$ cat src/hw/rtl/bsc_pkg.sv
// ---------------------------------------------------------------------------
// bsc_pkg
// Shared types, codes and helpers for the barometric compensation block.
// ---------------------------------------------------------------------------
package bsc_pkg;

    localparam int unsigned CfgIdxW = 3;

    typedef enum logic [CfgIdxW-1:0] {
        CFG_AC1_AC2 = 3'd0,
        CFG_AC3_AC4 = 3'd1,
        CFG_AC5_AC6 = 3'd2,
        CFG_B1_B2   = 3'd3,
        CFG_MC_MD   = 3'd4,
        CFG_OSS     = 3'd5
    } t_cfg_idx;

    typedef enum logic [1:0] {
        ST_OK     = 2'd0,
        ST_DIV0   = 2'd1,
        ST_NOTEMP = 2'd2,
        ST_SAT    = 2'd3
    } t_status;

    typedef enum logic [4:0] {
        S_IDLE,
        S_T_MUL,
        S_T_DEN,
        S_T_DIV,
        S_P_CHK,
        S_P_SQ,
        S_P_X1,
        S_P_X2,
        S_P_B3,
        S_P_X3,
        S_P_B4M,
        S_P_B4,
        S_P_B7,
        S_P_DIV,
        S_P_QQ,
        S_P_K1,
        S_P_K2,
        S_P_FIN,
        S_OUT
    } t_state;

    localparam logic [31:0] B6Offset   = 32'd4000;
    localparam logic [31:0] CoefA      = 32'd3038;
    localparam logic [31:0] CoefB      = 32'hFFFF_E343;  // -7357
    localparam logic [31:0] CoefC      = 32'd3791;
    localparam logic [31:0] ScaleBase  = 32'd50000;
    localparam logic [31:0] B4Bias     = 32'd32768;
    localparam logic [19:0] PresMax    = 20'hF_FFFF;

    function automatic logic [31:0] asr(input logic [31:0] v, input int unsigned n);
        return 32'($signed(v) >>> n);
    endfunction

    function automatic logic [31:0] sx16(input logic [15:0] v);
        return {{16{v[15]}}, v};
    endfunction

endpackage

$ cat src/hw/rtl/bsc_div.sv
// ---------------------------------------------------------------------------
// bsc_div
// Iterative 32-bit restoring divider, one quotient bit per cycle, optional
// signed operands with truncation toward zero.
// ---------------------------------------------------------------------------
module bsc_div (
    input  logic        i_clk,
    input  logic        i_rst_n,
    input  logic        i_start,
    input  logic        i_sgn,
    input  logic [31:0] i_dividend,
    input  logic [31:0] i_divisor,
    output logic        o_done,
    output logic [31:0] o_quotient
);
    logic        r_busy;
    logic        r_done;
    logic [4:0]  r_cnt;
    logic [31:0] r_rem;
    logic [31:0] r_quo;
    logic [31:0] r_dvs;
    logic        r_neg;
    logic [32:0] shifted;
    logic [32:0] diff;

    assign shifted = {r_rem, r_quo[31]};
    assign diff    = shifted - {1'b0, r_dvs};

    always_ff @(posedge i_clk) begin
        if (!i_rst_n) begin
            r_busy <= 1'b0;
            r_done <= 1'b0;
            r_cnt  <= '0;
        end else begin
            r_done <= r_busy && (r_cnt == 5'd31);
            if (i_start) begin
                r_busy <= 1'b1;
                r_cnt  <= '0;
            end else if (r_busy) begin
                r_cnt <= r_cnt + 5'd1;
                if (r_cnt == 5'd31) begin
                    r_busy <= 1'b0;
                end
            end
        end
    end

    always_ff @(posedge i_clk) begin
        if (i_start) begin
            r_quo <= (i_sgn && i_dividend[31]) ? 32'(-i_dividend) : i_dividend;
            r_dvs <= (i_sgn && i_divisor[31]) ? 32'(-i_divisor) : i_divisor;
            r_neg <= i_sgn && (i_dividend[31] ^ i_divisor[31]);
            r_rem <= '0;
        end else if (r_busy) begin
            if (!diff[32]) begin
                r_rem <= diff[31:0];
                r_quo <= {r_quo[30:0], 1'b1};
            end else begin
                r_rem <= shifted[31:0];
                r_quo <= {r_quo[30:0], 1'b0};
            end
        end
    end

    assign o_done     = r_done;
    assign o_quotient = r_neg ? 32'(-r_quo) : r_quo;

endmodule

$ cat src/hw/rtl/barometric_sensor_compensation.sv
// ---------------------------------------------------------------------------
// barometric_sensor_compensation
// Integer temperature and pressure compensation over one shared 32-bit
// multiplier and one iterative divider under a small sequencer.
// ---------------------------------------------------------------------------
//  channel | direction | handshake              | payload
//  in      | sink      | i_in_valid / o_in_stall | req_type, raw_value
//  out     | source    | o_out_valid / i_out_stall | kind, temp, pressure, status
//  cfg     | sink      | i_cfg_valid / o_cfg_ready | cfg_index, cfg_data
//
// Temperature and pressure items wait on the 32-step divider; early status
// results finish sooner.
// One item is in flight: o_in_stall stays high until the result transfers.
// Synchronous active-low reset clears calibration, the stored temperature
// term and the sequencer. The result holds while i_out_stall is high.
// ---------------------------------------------------------------------------
module barometric_sensor_compensation (
    input  logic        i_clk,
    input  logic        i_rst_n,
    input  logic        i_in_valid,
    output logic        o_in_stall,
    input  logic        i_req_type,
    input  logic [18:0] i_raw_value,
    output logic        o_out_valid,
    input  logic        i_out_stall,
    output logic        o_result_kind,
    output logic signed [15:0] o_temperature_tenths,
    output logic [19:0] o_pressure_pa,
    output logic [1:0]  o_status,
    input  logic        i_cfg_valid,
    output logic        o_cfg_ready,
    input  logic [bsc_pkg::CfgIdxW-1:0] i_cfg_index,
    input  logic [31:0] i_cfg_data
);
    import bsc_pkg::*;

    t_state      r_state, n_state;
    logic [31:0] r_ac1_ac2, r_ac3_ac4, r_ac5_ac6, r_b1_b2, r_mc_md;
    logic [1:0]  r_oss;
    logic [31:0] r_temp_term;
    logic        r_tt_valid;
    logic        r_kind;
    logic [18:0] r_raw;
    logic [31:0] r_p, r_b6, r_sq, r_x3, r_t, r_b3, r_b4, r_pv;
    logic        r_b7_hi;
    logic signed [15:0] r_temp;
    logic [19:0] r_pres;
    t_status     r_status;

    logic [31:0] ac1, ac2, ac3, ac4, ac5, ac6, b1, b2, mc, md;
    logic [31:0] mul_a, mul_b;
    logic [31:0] x1_t, den, b5, tval, v3, x3_n, b4_n, ppv, pfin;
    logic        div_start, div_sgn, div_done;
    logic [31:0] div_a, div_b, div_q;

    assign ac1 = sx16(r_ac1_ac2[31:16]);
    assign ac2 = sx16(r_ac1_ac2[15:0]);
    assign ac3 = sx16(r_ac3_ac4[31:16]);
    assign ac4 = {16'd0, r_ac3_ac4[15:0]};
    assign ac5 = {16'd0, r_ac5_ac6[31:16]};
    assign ac6 = {16'd0, r_ac5_ac6[15:0]};
    assign b1  = sx16(r_b1_b2[31:16]);
    assign b2  = sx16(r_b1_b2[15:0]);
    assign mc  = sx16(r_mc_md[31:16]);
    assign md  = sx16(r_mc_md[15:0]);

    assign o_cfg_ready = 1'b1;
    assign o_in_stall  = (r_state != S_IDLE);
    assign o_out_valid = (r_state == S_OUT);

    always_ff @(posedge i_clk) begin
        if (!i_rst_n) begin
            r_ac1_ac2 <= '0;
            r_ac3_ac4 <= '0;
            r_ac5_ac6 <= '0;
            r_b1_b2   <= '0;
            r_mc_md   <= '0;
            r_oss     <= '0;
        end else if (i_cfg_valid) begin
            case (i_cfg_index)
                CFG_AC1_AC2: r_ac1_ac2 <= i_cfg_data;
                CFG_AC3_AC4: r_ac3_ac4 <= i_cfg_data;
                CFG_AC5_AC6: r_ac5_ac6 <= i_cfg_data;
                CFG_B1_B2:   r_b1_b2   <= i_cfg_data;
                CFG_MC_MD:   r_mc_md   <= i_cfg_data;
                CFG_OSS:     r_oss     <= i_cfg_data[1:0];
                default: ;
            endcase
        end
    end

    // shared multiplier operand select
    always_comb begin
        mul_a = r_p;
        mul_b = r_p;
        case (r_state)
            S_T_MUL: begin mul_a = {13'd0, r_raw} - ac6; mul_b = ac5; end
            S_P_SQ:  begin mul_a = r_b6;             mul_b = r_b6; end
            S_P_X1:  begin mul_a = b2;               mul_b = asr(r_p, 12); end
            S_P_X2:  begin mul_a = ac2;              mul_b = r_b6; end
            S_P_B3:  begin mul_a = ac3;              mul_b = r_b6; end
            S_P_X3:  begin mul_a = b1;               mul_b = r_sq; end
            S_P_B4M: begin mul_a = ac4;              mul_b = x3_n + B4Bias; end
            S_P_B4:  begin mul_a = {13'd0, r_raw} - r_b3; mul_b = ScaleBase >> r_oss; end
            S_P_QQ:  begin mul_a = asr(r_pv, 8);     mul_b = asr(r_pv, 8); end
            S_P_K1:  begin mul_a = r_p;              mul_b = CoefA; end
            S_P_K2:  begin mul_a = CoefB;            mul_b = r_pv; end
            default: ;
        endcase
    end

    always_comb begin
        x1_t = asr(r_p, 15);
        den  = x1_t + md;
        b5   = r_x3 + div_q;
        tval = asr(b5 + 32'd8, 4);
        v3   = 32'((((ac1 << 2) + r_x3) << r_oss) + 32'd2);
        x3_n = asr(r_t + asr(r_p, 16) + 32'd2, 2);
        b4_n = r_p >> 15;
        ppv  = r_b7_hi ? {div_q[30:0], 1'b0} : div_q;
        pfin = r_pv + asr(r_t + asr(r_p, 16) + CoefC, 4);
        div_start = 1'b0;
        div_sgn   = 1'b0;
        div_a     = r_p;
        div_b     = r_b4;
        if (r_state == S_T_DEN) begin
            div_start = (den != 32'd0);
            div_sgn   = 1'b1;
            div_a     = mc << 11;
            div_b     = den;
        end else if (r_state == S_P_B7) begin
            div_start = 1'b1;
            div_a     = r_p[31] ? r_p : {r_p[30:0], 1'b0};
        end
    end

    bsc_div u_div (
        .i_clk      (i_clk),
        .i_rst_n    (i_rst_n),
        .i_start    (div_start),
        .i_sgn      (div_sgn),
        .i_dividend (div_a),
        .i_divisor  (div_b),
        .o_done     (div_done),
        .o_quotient (div_q)
    );

    always_ff @(posedge i_clk) begin
        if (!i_rst_n) begin
            r_state <= S_IDLE;
        end else begin
            r_state <= n_state;
        end
    end

    always_comb begin
        n_state = r_state;
        case (r_state)
            S_IDLE:  if (i_in_valid) n_state = i_req_type ? S_P_CHK : S_T_MUL;
            S_T_MUL: n_state = S_T_DEN;
            S_T_DEN: n_state = (den == 32'd0) ? S_OUT : S_T_DIV;
            S_T_DIV: if (div_done) n_state = S_OUT;
            S_P_CHK: n_state = r_tt_valid ? S_P_SQ : S_OUT;
            S_P_SQ:  n_state = S_P_X1;
            S_P_X1:  n_state = S_P_X2;
            S_P_X2:  n_state = S_P_B3;
            S_P_B3:  n_state = S_P_X3;
            S_P_X3:  n_state = S_P_B4M;
            S_P_B4M: n_state = S_P_B4;
            S_P_B4:  n_state = (b4_n == 32'd0) ? S_OUT : S_P_B7;
            S_P_B7:  n_state = S_P_DIV;
            S_P_DIV: if (div_done) n_state = S_P_QQ;
            S_P_QQ:  n_state = S_P_K1;
            S_P_K1:  n_state = S_P_K2;
            S_P_K2:  n_state = S_P_FIN;
            S_P_FIN: n_state = S_OUT;
            S_OUT:   if (!i_out_stall) n_state = S_IDLE;
            default: n_state = S_IDLE;
        endcase
    end

    always_ff @(posedge i_clk) begin
        if (!i_rst_n) begin
            r_temp_term <= '0;
            r_tt_valid  <= 1'b0;
        end else if (r_state == S_T_DEN && den == 32'd0) begin
            r_tt_valid <= 1'b0;
        end else if (r_state == S_T_DIV && div_done) begin
            r_temp_term <= b5;
            r_tt_valid  <= 1'b1;
        end
    end

    // datapath registers
    always_ff @(posedge i_clk) begin
        r_p <= 32'(mul_a * mul_b);
        case (r_state)
            S_IDLE: begin
                r_kind   <= i_req_type;
                r_raw    <= i_raw_value;
                r_temp   <= '0;
                r_pres   <= '0;
                r_status <= ST_OK;
            end
            S_T_DEN: begin
                r_x3 <= x1_t;
                if (den == 32'd0) r_status <= ST_DIV0;
            end
            S_T_DIV: begin
                if (div_done) begin
                    if ($signed(tval) > 32'sd32767) begin
                        r_temp   <= 16'sd32767;
                        r_status <= ST_SAT;
                    end else if ($signed(tval) < -32'sd32768) begin
                        r_temp   <= -16'sd32768;
                        r_status <= ST_SAT;
                    end else begin
                        r_temp <= tval[15:0];
                    end
                end
            end
            S_P_CHK: begin
                r_b6 <= r_temp_term - B6Offset;
                if (!r_tt_valid) r_status <= ST_NOTEMP;
            end
            S_P_X1:  r_sq <= asr(r_p, 12);
            S_P_X2:  r_x3 <= asr(r_p, 11);
            S_P_B3:  r_x3 <= r_x3 + asr(r_p, 11);
            S_P_X3: begin
                r_b3 <= v3[31] ? asr(v3 + 32'd3, 2) : asr(v3, 2);
                r_t  <= asr(r_p, 13);
            end
            S_P_B4M: r_x3 <= x3_n;
            S_P_B4: begin
                r_b4 <= b4_n;
                if (b4_n == 32'd0) r_status <= ST_DIV0;
            end
            S_P_B7:  r_b7_hi <= r_p[31];
            S_P_DIV: r_pv <= ppv;
            S_P_K2:  r_t <= asr(r_p, 16);
            S_P_FIN: begin
                if (pfin[31]) begin
                    r_pres   <= '0;
                    r_status <= ST_SAT;
                end else if (pfin[30:20] != 11'd0) begin
                    r_pres   <= PresMax;
                    r_status <= ST_SAT;
                end else begin
                    r_pres <= pfin[19:0];
                end
            end
            default: ;
        endcase
    end

    assign o_result_kind        = r_kind;
    assign o_temperature_tenths = r_temp;
    assign o_pressure_pa        = r_pres;
    assign o_status             = r_status;

endmodule
$ cat config.mk
export PLATFORM = sky130hd
export DESIGN_NAME = barometric_sensor_compensation
export DESIGN_NICKNAME = d
export VERILOG_FILES = /design/src/hw/rtl/bsc_pkg.sv /design/src/hw/rtl/bsc_div.sv /design/src/hw/rtl/barometric_sensor_compensation.sv
export SDC_FILE = /design/constraint.sdc
export NUM_CORES = 2
export LEC_CHECK = 0
export BUFFER_PORTS_ARGS = -buffer_cell sky130_fd_sc_hd__buf_4
export CORE_ASPECT_RATIO = 0.9
export CORE_UTILIZATION = 47
export CTS_CLUSTER_SIZE = 16
export DETAILED_ROUTE_END_ITERATION = 10
export PLACE_DENSITY_LB_ADDON = 0.12
export SETUP_SLACK_MARGIN = 0.2
export SYNTH_ARGS = -nofsm -noshare
export SYNTH_HDL_FRONTEND = slang
export SYNTH_SLANG_ARGS = --single-unit
$ cat constraint.sdc
create_clock -name i_clk -period 24.8 [get_ports i_clk]
set_clock_uncertainty 0.15 [all_clocks]
set_input_delay 2.48 -clock i_clk [delete_from_list [all_inputs] [get_ports i_clk]]
set_output_delay 2.48 -clock i_clk [all_outputs]
set_load 0.05 [all_outputs]
==> results.sh <==
export IMPL_status="complete, no violations"
export IMPL_critPathMaxFanout=16
export IMPL_final_cell_mix="nand2_1 (1072), inv_1 (729), nor2_1 (504)"
export IMPL_ios=102
export IMPL_tightest_slew_ns=1.19
export IMPL_start_util_pct=47.7
export IMPL_end_kind="flip-flop"
export IMPL_finalHoldViolations=0
export IMPL_finalMaxSlewViolations=0
export IMPL_path_common_cell="fa_1"
export IMPL_path_buf_inv=5
export IMPL_clk_latency_ns=0.72
export IMPL_ys_ff_latch=567
export IMPL_cts_root_buffer_cell="clkbuf_16"
export IMPL_die_area_sq_um=121000
export IMPL_vias=50300
export IMPL_cts_tree="done"
export IMPL_synthToLayoutAreaGrowth_pct=8.21
export IMPL_yosys_cell_types_count=101
export IMPL_grt_use_total_pct=33.8
export IMPL_final_layout_size_suffix_gt1_share_pct=6.77
export IMPL_crit_arrival_ns=12.65
export IMPL_wire_per_inst_um=25.1
export IMPL_slowest_stage="nor3_1"
export IMPL_period_needed_ns=12.23
export IMPL_maxCapViolCount=0
export IMPL_synth_edff_count=296
export IMPL_firstDrtPassIters=7
export IMPL_netlist_area_sq_um=56200
export IMPL_initialDrtViolationCount=6469
export IMPL_via_per_inst=6.07
export IMPL_syn_mean_instance_area_sq_um=8.40
export IMPL_post_cts_setup_buffers=0
export IMPL_portBuffers=100
export IMPL_ant_nets=0
export IMPL_row_count=119
export IMPL_post_cts_resized=0
export IMPL_grt_antenna_before_repair=11
export IMPL_core_sq_um=118000
export IMPL_die_width_um=366
export IMPL_syn_inst=6684
export IMPL_synthTopCellsByArea="edfxtp_1 (16%), fa_1 (15%), dfxtp_1 (9.7%)"
export IMPL_wl_mm=208
export IMPL_fin_setup_tns_ns=0
export IMPL_relSlewSlack_pct=20.3
export IMPL_fp_dieH_um=330
export IMPL_clkTransAtPathRegs_ns=0.08
export IMPL_path_class="reg -> reg"
export IMPL_yosys_warnings=0
export IMPL_yosysSeqAreaShare_pct=25.5
export IMPL_hp_class="reg -> reg"
export IMPL_place_gp_congestion=1.01
export IMPL_cp_required_ns=25.22
export IMPL_layout_commonest_cell="nand2_1"
export IMPL_grt_overflow_total=0
export IMPL_cts_buffers=60
export IMPL_route_detailed_drc=0
export IMPL_cts_htree_levels=2
export IMPL_hold_buffers=0
export IMPL_timing_final_crit_share_pct=49.3
export IMPL_setup_viol=0
export IMPL_fmax_ghz=0.0818
export IMPL_reg2reg_slack_ns=12.57
export IMPL_clock_sinks=567
export IMPL_cts_buffer_depth=3
export IMPL_yosys_area_top_type="edfxtp_1"
export IMPL_crit_path_start_kind="flip-flop"
export IMPL_dp_hpwl_mm=161
export IMPL_nets=7495
export IMPL_grt_pass1_vias=46500
export IMPL_synth_top_cell_area_share_pct=15.8
export IMPL_grt_max_degree=91
export IMPL_synth_main_ff_cell="edfxtp_1"
export IMPL_grt_pass1_wl_mm=306
export IMPL_grt_setup_unrepaired="false"
export IMPL_crit_family="adder cells"
export IMPL_max_stage_delay_ns=0.56
export IMPL_async_reset_ff_share_pct=0
stage by stage:
step	setup WS (ns)	hold slack, ns	area, sq um	utilization (%)	cells
after floorplan	13.90	0.258	56200	-	6687
after global placement	13.09	0.262	58800	49.9	8163
after detailed placement	12.79	0.266	58800	49.9	8163
after CTS	12.70	0.277	60800	51.6	8277
after global routing	11.96	0.279	60800	51.6	8277
final	12.57	0.276	60800	51.6	8283
logic make-up (layout without fill, tap and decap cells):
family	Yosys count	count (layout)	synth area share (%)
AOI/OAI and AO/OA	1452	1452	17.0
xor gates and xnor gates	438	438	6.99
adders and majority gates	783	783	23.0
buffers and inverters	1052	1069	7.10
DFF	567	567	25.5
muxes	100	100	2.07
other	2	11	0.0134
and+or+nand+nor	2290	2290	18.3
final timing paths:
check                  from       to  depth (start not counted)
min reg2reg  r_temp_term[2]  r_b6[2]                          0
max reg2reg         r_p[16]  r_p[31]                         38
min          r_temp_term[2]  r_b6[2]                          0
max                 r_p[16]  r_p[31]                         38
layer usage:
metal / vias up / part of all wire [%] / GRT usage (%)
li1: 22800 / - / -
met1: 24400 / 44 / 49.0
met2: 2653 / 40 / 47.8
met3: 384 / 12 / 9.21
met4: 8 / 4.0 / 12.2
met5: - / 0.023 / 0
cell usage after synthesis, types with 16 or more instances:
master    instances
a211o_1          22
a211oi_1         58
a21o_1           85
a21oi_1         490
a221oi_1         40
a222oi_1         38
a22oi_1          57
a31oi_1          51
a41oi_1          16
and2_1           99
and3_1           40
buf_1            29
clkbuf_1        282
dfxtp_1         271
edfxtp_1        296
fa_1            417
ha_1            366
inv_1           731
mux2i_1          79
nand2_1        1072
nand2b_1         57
nand3_1         112
nand4_1          35
nor2_1          511
nor2b_1          45
nor3_1          105
nor4_1           50
o211ai_1         33
o21a_1           52
o21ai_0         215
o21bai_1         39
o22ai_1          16
o31ai_1          45
or2_2            35
or3_1            42
or4_1            25
xnor2_1         289
xor2_1          142
flip-flops by register name, indices dropped and copies added (netlist names), 32 cells and up:
signal	cells
r_ac1_ac2	32
r_ac3_ac4	32
r_ac5_ac6	32
r_b1_b2	32
r_b6	32
r_mc_md	32
r_p	32
r_pv	32
r_temp_term	32
r_x3	32
u_div.r_quo	32
u_div.r_rem	32
area by class of cell:
cell class              instances  area [sq um]
inverters                     736          2770
clock buffers                  90          1750
flip-flops and latches        567         14300
well taps                    1573          1970
diodes                          6          15.0
multi-input cells            5068         38100
repair buffers                219          1640
fillers                     11200         57000
clock inverters                24           250
Power is not shown: default switching activity piles up to over one toggle a cycle in this logic, so the estimate is an artifact.
